## src/rtl/vpc_pkg.sv

```systemverilog
// vpc_pkg: shared types, codes and constants of the vending purchase controller
`default_nettype none

package vpc_pkg;

  localparam int unsigned NUM_PRODUCTS = 3;
  localparam logic [6:0] INITIAL_STOCK = 7'd70;

  // event commands
  localparam logic [2:0] CMD_SELECT  = 3'd0;
  localparam logic [2:0] CMD_CONFIRM = 3'd1;
  localparam logic [2:0] CMD_BACK    = 3'd2;
  localparam logic [2:0] CMD_COIN    = 3'd3;
  localparam logic [2:0] CMD_CANCEL  = 3'd4;

  // coin kinds
  localparam logic [1:0] COIN_ONE     = 2'd0;
  localparam logic [1:0] COIN_HALF    = 2'd1;
  localparam logic [1:0] COIN_QUARTER = 2'd2;
  localparam logic [1:0] COIN_BAD     = 2'd3;

  // result status codes
  localparam logic [3:0] ST_IDLE      = 4'd0;
  localparam logic [3:0] ST_CONFIRM   = 4'd1;
  localparam logic [3:0] ST_COINS     = 4'd2;
  localparam logic [3:0] ST_BAD_PICK  = 4'd3;
  localparam logic [3:0] ST_SOLD_OUT  = 4'd4;
  localparam logic [3:0] ST_BAD_COIN  = 4'd5;
  localparam logic [3:0] ST_REFUNDED  = 4'd6;
  localparam logic [3:0] ST_VENDED    = 4'd7;
  localparam logic [3:0] ST_PICK_CANC = 4'd8;
  localparam logic [3:0] ST_IGNORED   = 4'd9;

  // purchase phases
  localparam logic [1:0] PH_IDLE    = 2'd0;
  localparam logic [1:0] PH_CONFIRM = 2'd1;
  localparam logic [1:0] PH_PAY     = 2'd2;

  // register indexes on the configuration port
  localparam logic [2:0] REG_PRICE_FIRST  = 3'd0;
  localparam logic [2:0] REG_PRICE_SECOND = 3'd1;
  localparam logic [2:0] REG_PRICE_THIRD  = 3'd2;
  localparam logic [2:0] REG_MARK_FIRST   = 3'd3;
  localparam logic [2:0] REG_MARK_SECOND  = 3'd4;
  localparam logic [2:0] REG_MARK_THIRD   = 3'd5;

  typedef struct packed {
    logic [2:0] command;
    logic [1:0] product_pick;
    logic [1:0] coin_kind;
  } in_t;

  typedef struct packed {
    logic [3:0]  status;
    logic [1:0]  chosen_product;
    logic [7:0]  amount_due;
    logic [8:0]  amount_paid;
    logic [8:0]  money_back;
    logic [6:0]  stock_left;
    logic        low_stock;
    logic [31:0] sales_total;
  } out_t;

  typedef struct packed {
    logic [NUM_PRODUCTS-1:0][7:0] price;
    logic [NUM_PRODUCTS-1:0][6:0] mark;
  } cfg_t;

endpackage

`default_nettype wire

```

## src/rtl/vending_purchase_controller_unit.sv

```systemverilog
// vending_purchase_controller_unit: top level with event channel, result channel and apb port
//
// Events (select, confirm, go back, coin, cancel) arrive on the cmd channel and each one
// gives exactly one result item on the res channel. A transfer happens on a rising edge
// with valid high and stall low.
// An event goes into an input register, is then evaluated against the purchase state and
// its result is registered in the output register together with res_valid. One event is
// taken every cycle while res_stall stays low; the purchase state is a handful of small
// registers updated in a single pass, so consecutive events chain without bubbles.
// When res_stall is high the output register holds its result; the input register then
// fills and cmd_stall rises until the result is taken, so nothing is dropped.
// Prices and low-stock marks are written over the apb port (byte address 4*index) and
// read back there; pready is always high.
// Synchronous reset restores the default prices and marks, empties both pipeline
// registers, returns to idle and sets every stock counter to its initial level.
`default_nettype none

module vending_purchase_controller_unit (
  input  wire logic          clk,
  input  wire logic          rst,
  input  wire logic          cmd_valid,
  output logic               cmd_stall,
  input  wire vpc_pkg::in_t  cmd,
  output logic               res_valid,
  input  wire logic          res_stall,
  output vpc_pkg::out_t      res,
  input  wire logic          psel,
  input  wire logic          penable,
  input  wire logic          pwrite,
  input  wire logic [4:0]    paddr,
  input  wire logic [31:0]   pwdata,
  output logic [31:0]        prdata,
  output logic               pready
);

  vpc_pkg::cfg_t cfg;
  vpc_pkg::in_t  item;
  vpc_pkg::out_t result;
  logic          item_valid;
  logic          out_free;
  logic          step;
  logic          cfg_write;

  assign pready    = 1'b1;
  assign cfg_write = psel & penable & pwrite;

  assign out_free  = !res_valid || !res_stall;
  assign step      = item_valid && out_free;
  assign cmd_stall = item_valid && !out_free;

  always_ff @(posedge clk) begin
    if (rst) begin
      cfg.price[0] <= 8'd6;
      cfg.price[1] <= 8'd8;
      cfg.price[2] <= 8'd3;
      cfg.mark[0]  <= 7'd2;
      cfg.mark[1]  <= 7'd3;
      cfg.mark[2]  <= 7'd5;
    end else if (cfg_write) begin
      unique case (paddr[4:2])
        vpc_pkg::REG_PRICE_FIRST:  cfg.price[0] <= pwdata[7:0];
        vpc_pkg::REG_PRICE_SECOND: cfg.price[1] <= pwdata[7:0];
        vpc_pkg::REG_PRICE_THIRD:  cfg.price[2] <= pwdata[7:0];
        vpc_pkg::REG_MARK_FIRST:   cfg.mark[0]  <= pwdata[6:0];
        vpc_pkg::REG_MARK_SECOND:  cfg.mark[1]  <= pwdata[6:0];
        vpc_pkg::REG_MARK_THIRD:   cfg.mark[2]  <= pwdata[6:0];
        default: ;
      endcase
    end
  end

  always_comb begin
    unique case (paddr[4:2])
      vpc_pkg::REG_PRICE_FIRST:  prdata = {24'd0, cfg.price[0]};
      vpc_pkg::REG_PRICE_SECOND: prdata = {24'd0, cfg.price[1]};
      vpc_pkg::REG_PRICE_THIRD:  prdata = {24'd0, cfg.price[2]};
      vpc_pkg::REG_MARK_FIRST:   prdata = {25'd0, cfg.mark[0]};
      vpc_pkg::REG_MARK_SECOND:  prdata = {25'd0, cfg.mark[1]};
      vpc_pkg::REG_MARK_THIRD:   prdata = {25'd0, cfg.mark[2]};
      default:                   prdata = 32'd0;
    endcase
  end

  // input register: refills in the same cycle it hands its event on
  always_ff @(posedge clk) begin
    if (rst) begin
      item_valid <= 1'b0;
    end else if (cmd_valid && !cmd_stall) begin
      item_valid <= 1'b1;
    end else if (out_free) begin
      item_valid <= 1'b0;
    end
  end

  always_ff @(posedge clk) begin
    if (cmd_valid && !cmd_stall) item <= cmd;
  end

  vpc_core u_core (
    .clk    (clk),
    .rst    (rst),
    .step   (step),
    .item   (item),
    .cfg    (cfg),
    .result (result)
  );

  always_ff @(posedge clk) begin
    if (rst) begin
      res_valid <= 1'b0;
    end else if (step) begin
      res_valid <= 1'b1;
    end else if (!res_stall) begin
      res_valid <= 1'b0;
    end
  end

  always_ff @(posedge clk) begin
    if (step) res <= result;
  end

endmodule

`default_nettype wire

```

## src/rtl/vpc_core.sv

```systemverilog
// vpc_core: purchase state and its combinational event update
`default_nettype none

module vpc_core (
  input  wire logic         clk,
  input  wire logic         rst,
  input  wire logic         step,
  input  wire vpc_pkg::in_t item,
  input  wire vpc_pkg::cfg_t cfg,
  output vpc_pkg::out_t     result
);

  logic [1:0]       phase, phase_next;
  logic [1:0]       picked, picked_next;
  logic [8:0]       paid, paid_next;
  logic [2:0][6:0]  stock, stock_next;
  logic [31:0]      sales, sales_next;

  logic [7:0]  price_cur;
  logic [2:0]  coin_val;
  logic [8:0]  paid_sum;
  logic [32:0] sales_sum;
  logic [6:0]  stock_dec;
  logic [1:0]  idx;
  logic [1:0]  shown;
  logic [7:0]  price_next;
  logic        done;

  function automatic logic [7:0] price_of(input vpc_pkg::cfg_t c, input logic [1:0] p);
    if (p == 2'd0) return 8'd0;
    return c.price[p - 2'd1];
  endfunction

  function automatic logic [6:0] stock_of(input logic [2:0][6:0] s, input logic [1:0] p);
    if (p == 2'd0) return 7'd0;
    return s[p - 2'd1];
  endfunction

  always_comb begin
    phase_next  = phase;
    picked_next = picked;
    paid_next   = paid;
    stock_next  = stock;
    sales_next  = sales;
    done        = 1'b0;
    shown       = picked;
    idx         = picked - 2'd1;
    stock_dec   = 7'd0;
    result      = '0;
    result.status = vpc_pkg::ST_IGNORED;

    price_cur = price_of(cfg, picked);
    case (item.coin_kind)
      vpc_pkg::COIN_ONE:  coin_val = 3'd4;
      vpc_pkg::COIN_HALF: coin_val = 3'd2;
      default:            coin_val = 3'd1;
    endcase
    paid_sum  = paid + {6'd0, coin_val};
    sales_sum = {1'b0, sales} + {25'd0, price_cur};

    case (item.command)
      vpc_pkg::CMD_SELECT: begin
        if (phase == vpc_pkg::PH_IDLE) begin
          if (item.product_pick == 2'd0) begin
            result.status = vpc_pkg::ST_PICK_CANC;
          end else if (stock_of(stock, item.product_pick) == 7'd0) begin
            result.status = vpc_pkg::ST_SOLD_OUT;
          end else begin
            picked_next   = item.product_pick;
            phase_next    = vpc_pkg::PH_CONFIRM;
            result.status = vpc_pkg::ST_CONFIRM;
          end
          shown = picked_next;
        end
      end
      vpc_pkg::CMD_CONFIRM: begin
        if (phase == vpc_pkg::PH_CONFIRM) begin
          phase_next    = vpc_pkg::PH_PAY;
          paid_next     = 9'd0;
          result.status = vpc_pkg::ST_COINS;
        end
      end
      vpc_pkg::CMD_BACK: begin
        if (phase == vpc_pkg::PH_CONFIRM) begin
          phase_next    = vpc_pkg::PH_IDLE;
          picked_next   = 2'd0;
          shown         = 2'd0;
          result.status = vpc_pkg::ST_IDLE;
        end
      end
      vpc_pkg::CMD_COIN: begin
        if (phase == vpc_pkg::PH_PAY) begin
          if (item.coin_kind == vpc_pkg::COIN_BAD) begin
            result.status = vpc_pkg::ST_BAD_COIN;
          end else if (paid_sum >= {1'b0, price_cur}) begin
            result.status      = vpc_pkg::ST_VENDED;
            result.money_back  = paid_sum - {1'b0, price_cur};
            result.amount_paid = paid_sum;
            if (picked != 2'd0) begin
              stock_dec = stock[idx];
              if (stock_dec != 7'd0) stock_dec = stock_dec - 7'd1;
              stock_next[idx]  = stock_dec;
              result.low_stock = (stock_dec <= cfg.mark[idx]);
            end
            // the running total sticks at all ones
            sales_next  = sales_sum[32] ? 32'hFFFF_FFFF : sales_sum[31:0];
            phase_next  = vpc_pkg::PH_IDLE;
            picked_next = 2'd0;
            paid_next   = 9'd0;
            done        = 1'b1;
          end else begin
            paid_next     = paid_sum;
            result.status = vpc_pkg::ST_COINS;
          end
        end
      end
      vpc_pkg::CMD_CANCEL: begin
        if (phase == vpc_pkg::PH_PAY) begin
          result.status      = vpc_pkg::ST_REFUNDED;
          result.money_back  = paid;
          result.amount_paid = paid;
          phase_next         = vpc_pkg::PH_IDLE;
          picked_next        = 2'd0;
          paid_next          = 9'd0;
          done               = 1'b1;
        end else if (phase == vpc_pkg::PH_CONFIRM) begin
          result.status = vpc_pkg::ST_PICK_CANC;
          phase_next    = vpc_pkg::PH_IDLE;
          picked_next   = 2'd0;
          shown         = 2'd0;
        end
      end
      default: ;
    endcase

    price_next = price_of(cfg, picked_next);
    if (!done) begin
      if (phase_next == vpc_pkg::PH_PAY) begin
        result.amount_paid = paid_next;
        // due is floored at zero when the price has been lowered meanwhile
        if ({1'b0, price_next} > paid_next) begin
          result.amount_due = price_next - paid_next[7:0];
        end
      end else if (phase_next == vpc_pkg::PH_CONFIRM) begin
        result.amount_due = price_next;
      end
    end

    result.chosen_product = shown;
    result.stock_left     = stock_of(stock_next, shown);
    result.sales_total    = sales_next;
  end

  always_ff @(posedge clk) begin
    if (rst) begin
      phase  <= vpc_pkg::PH_IDLE;
      picked <= 2'd0;
      paid   <= 9'd0;
      stock  <= {vpc_pkg::NUM_PRODUCTS{vpc_pkg::INITIAL_STOCK}};
      sales  <= 32'd0;
    end else if (step) begin
      phase  <= phase_next;
      picked <= picked_next;
      paid   <= paid_next;
      stock  <= stock_next;
      sales  <= sales_next;
    end
  end

endmodule

`default_nettype wire

```

## config.mk

```make
export PLATFORM = sky130hd
export DESIGN_NAME = vending_purchase_controller_unit
export DESIGN_NICKNAME = d
export VERILOG_FILES = /design/src/rtl/vpc_pkg.sv /design/src/rtl/vending_purchase_controller_unit.sv /design/src/rtl/vpc_core.sv
export SDC_FILE = /design/constraint.sdc
export NUM_CORES = 1
export LEC_CHECK = 0
export BUFFER_PORTS_ARGS = -buffer_cell sky130_fd_sc_hd__buf_4
export CAP_MARGIN = 20
export CORE_MARGIN = 5
export CORE_UTILIZATION = 53
export CTS_BUF_LIST = sky130_fd_sc_hd__clkbuf_8 sky130_fd_sc_hd__clkbuf_16
export DETAILED_ROUTE_END_ITERATION = 6
export PLACE_DENSITY = 0.77
export SYNTH_ARGS = -nofsm -noshare
export SYNTH_HDL_FRONTEND = slang
export SYNTH_HIERARCHICAL = 1
export SYNTH_SLANG_ARGS = --single-unit
```

## constraint.sdc

```tcl
create_clock -name clk -period 9.4 [get_ports clk]
set_clock_uncertainty 0.15 [all_clocks]
set_input_delay 1.88 -clock clk [delete_from_list [all_inputs] [get_ports clk]]
set_output_delay 1.88 -clock clk [all_outputs]
set_load 0.005 [all_outputs]
```

==> run metrics, run 1 <==
layout cells sized above 1 14.8%; Hold Path Depth 2; # hold bufs at CTS 0; WL/cell 18.0 um; CTS tree yes; area of the multi-input gates 6540 um2; H-tree depth 4; slowest CP cell nor2b_1; hold_sp cfg[17]$_SDFFE_PP0P_; Top delay family on crit path compound AO/OA/AOI/OAI gates; Fin. Hold Viols 0; Setup violations, final 0; internal cell power 1.38 mW; DRT iter0 DRCs 1116; Comb pwr share 17.0%; Crit. End Element flip-flop; Most used DFF post-synth dfxtp_1; commonest non-fill, non-tap cell in the layout nor2_1; run status finished clean; RSZ-0062 raised after global routing false; Antenna diodes 0; largest net degree at the start of global routing 87; DRC errors left 0; GRT overflow 0; Tmin final 7.39 ns; DP HPWL 20.6 mm; core box area 21900 um2; Seq cells post-synth 192; post-cts gate resize count 0; sequential share of power 45.7%; Clock Power Share 37.3%; Final #Nets about 1500; total power draw 1.98 mW; worst path bufs/invs 4; worst hold path type flip-flop to flip-flop; Least-Margin Pin Slew 1.08 ns; Largest stage delay, worst path 0.64 ns; max_slew headroom 27.6%; setup slack, reg-to-reg 2.01 ns; die extent in y ~160 um; CTS Root Cell clkbuf_16; via count roughly 10000; P&R area growth vs syn 11.7%; Netlist Area Pre-Place ~12000 um2; Final GP Congestion 0.917; leakage just over 5 nW; Seq/Total Area, Yosys between 30% and 40%; Rows 54; Reg area 4630 um2; post-route insts no fill 1644; worst setup path endpoint res[64]$_DFFE_PP_; vias per cell 6.10; CTS Buf Count 17; max_cap viols 0; first-pass GRT wire length 48.1 mm; worst skew pair latency 0.45 ns; maximum clock frequency 0.135 GHz; most frequent cells in the layout nor2_1, buf_4, dfxtp_1; ys async rst share 0%; I/O Buffers around 110; power per cell area 151 nW/um2; Setup WS post-layout approximately 2.0 ns; worst-case clock buffer depth 2; Ports 158; reg2reg start u_core/picked[0]$_SDFFE_PP0P_; gr usage total around 22%; dpl ws 2.20 ns; initial antenna violation count 0; cell count along the critical path 26; Switching Share 30.2%; ANT nets after route 0; placed cell count 1612; final period utilization 78.6%; post-layout util 60.1%; Die W roughly 160 um; Worst Reg-to-Reg Cells 26; CP Launch Type flip-flop; Max IR drop VDD about 120 uV; setup bufs post-CTS 0; crit-path max FO 20; cell count after synthesis approximately 1300; NetSw 0.600 mW; Crit Path Class flip-flop to flip-flop; initial core utilization 53.9%; DR pass1 iterations 6; worst r2r dst res[64]$_DFFE_PP_; cell repeated most along the worst path ha_1; library cells used by synthesis 81; Req. time, crit path 9.52 ns; Mapped Avg Cell Area 9.11 um2; fill count 1854; Die ar. 25300 um2; CP Launch Point u_core/picked[0]$_SDFFE_PP0P_; total clock sinks around 190; routed wire length around 30 mm; Yosys warnings 6; vias in the first global route between 9000 and 10000; Clock Pin Slew Worst Setup and Hold Paths 0.08 ns; Worst Path Arrival 7.51 ns; Fin Setup TNS 0 ns; Post-synth EDFFs 79; Max Slew Vio Count 0
==> layer usage <==
metal	track usage, %	vias to the layer above	share of wire [%]
met5	0	-	0
met4	7.95	0	2.2
met3	4.14	50	6.7
met2	35.4	398	46
met1	31.2	4761	45
li1	-	4820	-
==> synthesized netlist by cell type (8+ instances only) <==
library cell	number	area [um2]
xor2_1	14	123
ha_1	49	613
inv_1	45	169
mux2i_1	63	631
o22a_1	16	140
a211oi_1	29	218
nor3_1	16	80.1
edfxtp_1	79	2370
o21ai_1	8	40.0
o21a_1	16	120
nand3_1	59	295
mux2_2	29	327
nor2b_1	16	100
a21o_1	19	143
a311oi_1	11	96.3
a22oi_1	21	158
o21ai_0	72	360
xnor2_1	28	245
buf_4	28	210
dfxtp_1	113	2260
nand2_1	96	360
buf_2	17	85.1
a21oi_1	94	470
nand4_1	10	62.6
and2_1	9	56.3
clkbuf_1	42	158
o22ai_1	13	81.3
and3_1	16	100
nor2_1	122	458
o221ai_1	9	78.8
nand2b_1	12	75.1
==> flip-flops by register name, summed over array words and instances (netlist names) <==
register / count
u_core/phase: 2
u_core/stock: 21
u_core/sales: 32
item_valid: 1
res_valid: 1
cfg: 45
item: 7
u_core/paid: 9
res: 72
u_core/picked: 2
==> per-stage QoR <==
stage               hold slack (ns)  instance area, um2
floorplan                     0.294               11900
CTS                           0.345               13200
global route                  0.376               13200
detailed placement            0.332               12600
global placement              0.310               12600
finish                        0.345               13200
==> power groups by stage <==
stage                     sequential (mW)  combinational, mW  clock (mW)
after floorplan                     0.924              0.245           0
after global placement              0.925              0.324           0
after detailed placement            0.926              0.330           0
after CTS                           0.907              0.332       0.752
after global routing                0.910              0.370       0.788
final                               0.907              0.337       0.739
==> tightest hold or removal path, delay by kind of cell, from the launching register on <==
kind,cells,cell delay [ns]
DFF,1,0.32
AOI/OAI and AO/OA,2,0.13
==> kinds of logic (layout without fill, tap and decap cells) <==
| group | after synthesis | after routing | synth area share, % |
|---|---|---|---|
| AND/OR/NAND/NOR | 416 | 416 | 17.9 |
| AO/OA/AOI/OAI | 350 | 350 | 19.5 |
| other | 2 | 25 | 0.0637 |
| multiplexers | 93 | 93 | 8.21 |
| XOR/XNOR | 42 | 42 | 3.12 |
| adder cells (fa/ha/maj) | 53 | 53 | 5.88 |
| buffers and inverters | 146 | 193 | 6.07 |
| flip-flops | 192 | 192 | 39.3 |
==> cell type report <==
| cell class | instances | area share [%] |
|---|---|---|
| clock buffers | 17 | 3.23 |
| clock inverters | 15 | 1.35 |
| inverters | 45 | 1.28 |
| multi-input cells | 979 | 49.7 |
| flip-flops and latches | 192 | 35.2 |
| well taps | 280 | 2.66 |
| repair buffers | 116 | 6.61 |
==> worst min path at each step <==
stage	end	slack [ns]
4_1_cts	cfg[17]$_SDFFE_PP0P_	0.34
5_1_grt	cfg[19]$_SDFFE_PP0P_	0.38
3_5_place_dp	res_valid$_SDFFE_PP0P_	0.33
3_3_place_gp	res_valid$_SDFFE_PP0P_	0.31
2_1_floorplan	res_valid$_SDFFE_PP0P_	0.29
6_report	cfg[17]$_SDFFE_PP0P_	0.35
No activity file was read; power rests on OpenSTA's default activity.
==> run 2, diff against run 1 <==
--- a/config.mk
+++ b/config.mk
@@ -5,13 +5,14 @@
 export SDC_FILE = /design/constraint.sdc
 export NUM_CORES = 1
 export LEC_CHECK = 0
+export ABC_AREA = 1
 export BUFFER_PORTS_ARGS = -buffer_cell sky130_fd_sc_hd__buf_4
 export CAP_MARGIN = 20
 export CORE_MARGIN = 5
-export CORE_UTILIZATION = 53
+export CORE_UTILIZATION = 59
 export CTS_BUF_LIST = sky130_fd_sc_hd__clkbuf_8 sky130_fd_sc_hd__clkbuf_16
 export DETAILED_ROUTE_END_ITERATION = 6
-export PLACE_DENSITY = 0.77
+export PLACE_DENSITY = 0.81
 export SYNTH_ARGS = -nofsm -noshare
 export SYNTH_HDL_FRONTEND = slang
 export SYNTH_HIERARCHICAL = 1
==> constraint.sdc (replaced) <==
create_clock -name clk -period 7.65 [get_ports clk]
set_clock_uncertainty 0.15 [all_clocks]
set_input_delay 1.53 -clock clk [delete_from_list [all_inputs] [get_ports clk]]
set_output_delay 1.53 -clock clk [all_outputs]
set_load 0.005 [all_outputs]
==> run metrics, run 2 <==
run status finished clean (unchanged); ANT nets after route 0 (unchanged); most frequent cell after synthesis nand2_1 (was nor2_1); Setup violations, final 0 (unchanged); Commonest cells post-synth nand2_1, inv_1, nor2_1 (was nor2_1, dfxtp_1, nand2_1); slowest CP cell a21oi_1 (was nor2b_1); I/O Buffers 106 (unchanged); Clock Pin Slew Worst Setup and Hold Paths 0.07 ns (was 0.08 ns); fill count 1813 (was 1854); layout cells sized above 1 11.9% (was 14.8%); vias per cell 5.64 (was 6.10); Final #Nets 1891 (was 1455); vias in the first global route 10800 (was 9468); CTS Root Cell clkbuf_16 (unchanged); worst hold path type flip-flop to flip-flop (unchanged); ys async rst share 0% (unchanged); Hold Path Depth 2 (unchanged); Seq cells post-synth 192 (unchanged); post-layout util 66.9% (was 60.1%); dpl ws 0.745 ns (was 2.20 ns); leading area contributor after synthesis edfxtp_1 (unchanged); Least-Margin Pin Slew 1.11 ns (was 1.08 ns); Seq/Total Area, Yosys 37.6% (was 39.3%); RSZ-0062 raised after global routing false (unchanged); Max IR drop VDD 159 uV (was 119 uV); CTS tree yes (unchanged); Setup WS post-layout 0.571 ns (was 2.01 ns); CP Launch Type flip-flop (unchanged); library cells used by synthesis 56 (was 81); Die W 155 um (was 159 um); DRC errors left 0 (unchanged); Fin. Hold Viols 0 (unchanged); max_slew headroom 26.0% (was 27.6%); DR pass1 iterations 6 (unchanged); Worst Path Arrival 7.11 ns (was 7.51 ns); via count 11700 (was 10000); Rows 52 (was 54); setup slack, reg-to-reg 0.57 ns (was 2.01 ns); total clock sinks 192 (unchanged); final period utilization 92.5% (was 78.6%); GRT overflow 0 (unchanged); Crit Path Class flip-flop to flip-flop (unchanged); Netlist Area Pre-Place 12300 um2 (was 11800 um2); Yosys warnings 6 (unchanged); Req. time, crit path 7.69 ns (was 9.52 ns); Largest Register res (unchanged); CTS Buf Count 17 (unchanged); worst skew pair latency 0.44 ns (was 0.45 ns); Hold Path End res_valid$_SDFFE_PP0P_ (was cfg[17]$_SDFFE_PP0P_); DRT iter0 DRCs 1238 (was 1116); Hold Slack 0.325 ns (was 0.345 ns); die extent in y 155 um (was 159 um); P&R area growth vs syn 10.9% (was 11.7%); Fin Setup TNS 0 ns (unchanged); initial antenna violation count 0 (unchanged); Most used DFF post-synth dfxtp_1 (unchanged); leakage 6.36 nW (was 5.19 nW); H-tree depth 4 (unchanged); Largest stage delay, worst path 0.49 ns (was 0.64 ns); max_cap viols 0 (unchanged); commonest non-fill, non-tap cell in the layout nand2_1 (was nor2_1); Mapped Avg Cell Area 7.16 um2 (was 9.11 um2); Crit. End Element flip-flop (unchanged); worst-case clock buffer depth 2 (unchanged); Final GP Congestion 0.978 (was 0.917); max reg flops 72 (unchanged); cell repeated most along the worst path nand2_1 (was ha_1); first-pass GRT wire length 53.9 mm (was 48.1 mm); Tmin final 7.08 ns (was 7.39 ns); routed wire length 32.7 mm (was 29.7 mm); Antenna diodes 0 (unchanged); initial core utilization 60.4% (was 53.9%); Max Slew Vio Count 0 (unchanged); largest net degree at the start of global routing 74 (was 87); crit-path max FO 24 (was 20); DP HPWL 23.7 mm (was 20.6 mm); worst r2r dst res[64]$_DFFE_PP_ (unchanged); Worst Reg-to-Reg Cells 35 (was 26); Yosys top cell area share 19.2% (was 20.1%); hold_sp res_valid$_SDFFE_PP0P_ (was cfg[17]$_SDFFE_PP0P_); WL/cell 15.8 um (was 18.0 um); Post-DP Area 13100 um2 (was 12600 um2); power per cell area 193 nW/um2 (was 151 nW/um2); Post-synth EDFFs 79 (unchanged); largest cells by area after synthesis edfxtp_1, dfxtp_1, nand2_1 (was edfxtp_1, dfxtp_1, mux2i_1); core box area 20400 um2 (was 21900 um2); most frequent cells in the layout nand2_1, inv_1, nor2_1 (was nor2_1, buf_4, dfxtp_1); maximum clock frequency 0.141 GHz (was 0.135 GHz); gr usage total 27.3% (was 22.5%); reg2reg start u_core/picked[0]$_SDFFE_PP0P_ (unchanged); cell count after synthesis 1723 (was 1294); Die ar. 23900 um2 (was 25300 um2); Ports 158 (unchanged); Final Cell Area 13700 um2 (was 13200 um2)
-- run 2: changes by cell type after synthesis, sizes merged, moves of 20 or more --
| cell | before | now |
|---|---|---|
| nand2 | 97 | 375 |
| inv | 45 | 234 |
| nand3 | 60 | 143 |
| nor2 | 123 | 201 |
| o21ai | 80 | 151 |
| mux2i | 63 | 0 |
| a21oi | 95 | 128 |
| mux2 | 30 | 0 |
| a211oi | 29 | 1 |
| nand4 | 11 | 31 |
-- run 2: worst max-delay path: cells and delay by family, from the launching register on --
kind | cells | cell delay [ns]
AND/OR/NAND/NOR | 18 | 2.28
buffers and inverters | 8 | 1.51
adder cells (fa/ha/maj) | 4 | 1.31
AO/OA/AOI/OAI | 5 | 1.22
flip-flops | 1 | 0.33
-- run 2: kinds of logic after synthesis --
kind of cell               share of synthesized area [%]
and+or+nand+nor                                     28.7
AOI/OAI and AO/OA                                   14.7
buffers and inverters                               11.5
DFF                                                 37.6
adders and majority gates                           5.62
xor gates and xnor gates                            1.85
other                                             0.0609
-- run 2: worst max path at each step --
stage / from / end / slack, ns / cells after the start
floorplan: u_core/picked[0]$_SDFFE_PP0P_ / res[64]$_DFFE_PP_ / 1.38 / 38
global placement: u_core/picked[0]$_SDFFE_PP0P_ / res[60]$_DFFE_PP_ / 0.84 / 35
detailed placement: u_core/picked[0]$_SDFFE_PP0P_ / res[60]$_DFFE_PP_ / 0.74 / 35
CTS: u_core/picked[0]$_SDFFE_PP0P_ / res[60]$_DFFE_PP_ / 0.72 / 35
global route: u_core/picked[0]$_SDFFE_PP0P_ / res[65]$_DFFE_PP_ / 0.01 / 35
finish: u_core/picked[0]$_SDFFE_PP0P_ / res[64]$_DFFE_PP_ / 0.57 / 35
-- run 2: layout make-up --
| type | count | area [um2] | share of cell area (%) |
|---|---|---|---|
| clock buffers | 19 | 464 | 3.40 |
| clock inverters | 13 | 126 | 0.924 |
| inverters | 235 | 887 | 6.49 |
| multi-input cells | 1230 | 6370 | 46.6 |
| flip-flops and latches | 192 | 4630 | 33.9 |
| well taps | 270 | 338 | 2.47 |
| repair buffers | 111 | 846 | 6.19 |
-- run 2: report_power, final --
group	switching (mW)	total, mW	internal, mW
Sequential	0.0339	1.15	1.12
Clock	0.413	0.896	0.483
Combinational	0.383	0.586	0.202
Total	0.830	2.64	1.81
-- run 2: metal layers --
metal	vias to the layer above	share of wire, %	global-route usage, %
li1	5765	-	-
met1	5300	42	36.6
met2	550	47	44.9
met3	61	8.4	5.03
met4	0	2.2	8.79
met5	-	0	0
-- run 2: per-stage QoR --
stage | power, mW | std cells
finish | 2.64 | 2070
global route | 2.77 | 2070
CTS | 2.63 | 2069
detailed placement | 1.75 | 2037
global placement | 1.73 | 2037
floorplan | 1.60 | 1746
-- run 2: repair_timing --
| action | in CTS | in global routing |
|---|---|---|
| setup buffers | 0 | 0 |
| endpoints found under the setup margin | 0 | 2 |
| resized for setup | 0 | 1 |
| hold buffers | 0 | 0 |
==> run 3, diff against run 2 <==
--- a/config.mk
+++ b/config.mk
@@ -8,11 +8,12 @@
 export ABC_AREA = 1
 export BUFFER_PORTS_ARGS = -buffer_cell sky130_fd_sc_hd__buf_4
 export CAP_MARGIN = 20
+export CORE_ASPECT_RATIO = 1.4
 export CORE_MARGIN = 5
-export CORE_UTILIZATION = 59
+export CORE_UTILIZATION = 60
 export CTS_BUF_LIST = sky130_fd_sc_hd__clkbuf_8 sky130_fd_sc_hd__clkbuf_16
 export DETAILED_ROUTE_END_ITERATION = 6
-export PLACE_DENSITY = 0.81
+export PLACE_DENSITY = 0.82
 export SYNTH_ARGS = -nofsm -noshare
 export SYNTH_HDL_FRONTEND = slang
 export SYNTH_HIERARCHICAL = 1
==> constraint.sdc (replaced) <==
create_clock -name clk -period 8.31 [get_ports clk]
set_clock_uncertainty 0.15 [all_clocks]
set_input_delay 1.662 -clock clk [delete_from_list [all_inputs] [get_ports clk]]
set_output_delay 1.662 -clock clk [all_outputs]
set_load 0.005 [all_outputs]
==> run metrics, run 3 (synthesis gave the netlist of run 2 again) <==
run status finished clean (unchanged); reg2reg start u_core/picked[0]$_SDFFE_PP0P_ (unchanged); fill count 1810 (was 1813); WL/cell 16.2 um (was 15.8 um); worst-case clock buffer depth 2 (unchanged); initial antenna violation count 0 (unchanged); first-pass GRT wire length 54.0 mm (was 53.9 mm); routed wire length 33.4 mm (was 32.7 mm); Least-Margin Pin Slew 0.876 ns (was 1.11 ns); power per cell area 174 nW/um2 (was 193 nW/um2); Crit Path Class flip-flop to flip-flop (unchanged); sequential share of power 44.8% (was 43.8%); Switching Share 32.3% (was 31.5%); core box area 20400 um2 (about the same); Max Slew Vio Count 0 (unchanged); Die ar. 23600 um2 (was 23900 um2); post-cts gate resize count 0 (unchanged); worst skew pair latency 0.45 ns (was 0.44 ns); internal cell power 1.60 mW (was 1.81 mW); Crit. End Element flip-flop (unchanged); total power draw 2.37 mW (was 2.64 mW); Req. time, crit path 8.35 ns (was 7.69 ns); ANT nets after route 0 (unchanged); setup bufs post-CTS 0 (unchanged); worst path bufs/invs 6 (was 8); Comb pwr share 22.9% (was 22.2%); CTS Buf Count 17 (unchanged); Max IR drop VDD 144 uV (was 159 uV); Antenna diodes 0 (unchanged); max_slew headroom 41.6% (was 26.0%); total clock sinks 192 (unchanged); commonest non-fill, non-tap cell in the layout nand2_1 (unchanged); worst hold path type flip-flop to flip-flop (unchanged); Largest Register res (unchanged); I/O Buffers 106 (unchanged); via count 11700 (about the same); Fin. Hold Viols 0 (unchanged); CP Launch Type flip-flop (unchanged); Rows 62 (was 52); Top delay family on crit path simple AND/OR/NAND/NOR gates (unchanged); slowest CP cell a21oi_1 (unchanged); Final #Nets 1893 (was 1891); H-tree depth 4 (unchanged); hold_sp res_valid$_SDFFE_PP0P_ (unchanged); layout cells sized above 1 11.9% (about the same); Hold Path Depth 2 (unchanged); Clock Power Share 32.3% (was 34.0%); crit-path max FO 24 (unchanged); max_cap viols 0 (unchanged); NetSw 0.767 mW (was 0.830 mW); # hold bufs at CTS 0 (unchanged); largest net degree at the start of global routing 86 (was 74); Largest stage delay, worst path 0.48 ns (was 0.49 ns); Die W 131 um (was 155 um); maximum clock frequency 0.143 GHz (was 0.141 GHz); GRT overflow 0 (unchanged); vias in the first global route 11100 (was 10800); die extent in y 180 um (was 155 um); CTS Root Cell clkbuf_16 (unchanged); initial core utilization 60.4% (about the same); CTS tree yes (unchanged); Fin Setup TNS 0 ns (unchanged); most frequent cells in the layout nand2_1, inv_1, nor2_1 (unchanged); Worst Path Arrival 7.05 ns (was 7.11 ns); DRC errors left 0 (unchanged); CP Launch Point u_core/picked[0]$_SDFFE_PP0P_ (unchanged); Hold Slack 0.332 ns (was 0.325 ns); cell count along the critical path 34 (was 35); Ports 158 (unchanged); gr usage total 27.5% (was 27.3%); final period utilization 84.4% (was 92.5%); leakage 6.36 nW (about the same); Worst Reg-to-Reg Cells 34 (was 35); Tmin final 7.01 ns (was 7.08 ns); Setup violations, final 0 (unchanged); vias per cell 5.69 (was 5.64); max reg flops 72 (unchanged); P&R area growth vs syn 10.4% (was 10.9%); cell repeated most along the worst path nand2_1 (unchanged); DRT iter0 DRCs 1065 (was 1238); DP HPWL 24.8 mm (was 23.7 mm); Clock Pin Slew Worst Setup and Hold Paths 0.07 ns (about the same); Final GP Congestion 0.953 (was 0.978); RSZ-0062 raised after global routing false (unchanged); DR pass1 iterations 6 (unchanged)
run 3: worst register-to-register path: cells and delay by family, from the launching register on:
family	cells	cell delay, ns
AO/OA/AOI/OAI	6	1.45
XOR/XNOR	1	0.12
adder cells (fa/ha/maj)	5	1.69
buffers and inverters	6	1.14
flip-flops	1	0.35
AND/OR/NAND/NOR	16	1.87
run 3: cell type report:
cell class | instances | area, um2 | area share [%]
clock buffers | 17 | 425 | 3.12
clock inverters | 15 | 110 | 0.809
inverters | 235 | 887 | 6.52
multi-input cells | 1230 | 6370 | 46.8
flip-flops and latches | 192 | 4630 | 34.0
well taps | 256 | 320 | 2.35
repair buffers | 113 | 868 | 6.38
run 3: metrics by stage:
stage / utilization (%) / cells / setup WS, ns / instance area [um2]
final: 66.7 / 2058 / 1.30 / 13600
after global routing: 66.7 / 2058 / 0.723 / 13600
after CTS: 66.6 / 2056 / 1.45 / 13600
after detailed placement: 63.9 / 2024 / 1.46 / 13000
after global placement: 63.9 / 2024 / 1.53 / 13000
after floorplan: - / 1746 / 2.04 / 12400
run 3: routing by layer:
metal | global-route usage [%] | wire [um]
met1 | 31.1 | 12900
met2 | 49.0 | 17000
met3 | 4.78 | 1970
met4 | 14.6 | 1500
met5 | 0 | 0
run 3: worst paths after layout:
check / end / slack, ns
max: res[64]$_DFFE_PP_ / 1.30
min: res_valid$_SDFFE_PP0P_ / 0.33
max reg2reg: res[64]$_DFFE_PP_ / 1.30
min reg2reg: res_valid$_SDFFE_PP0P_ / 0.33
run 3: power by group through the flow:
stage	Clock (mW)	Combinational, mW	Sequential (mW)
2_1_floorplan	0	0.391	1.08
3_3_place_gp	0	0.516	1.08
3_5_place_dp	0	0.529	1.08
4_1_cts	0.773	0.533	1.06
5_1_grt	0.813	0.605	1.07
6_report	0.766	0.542	1.06
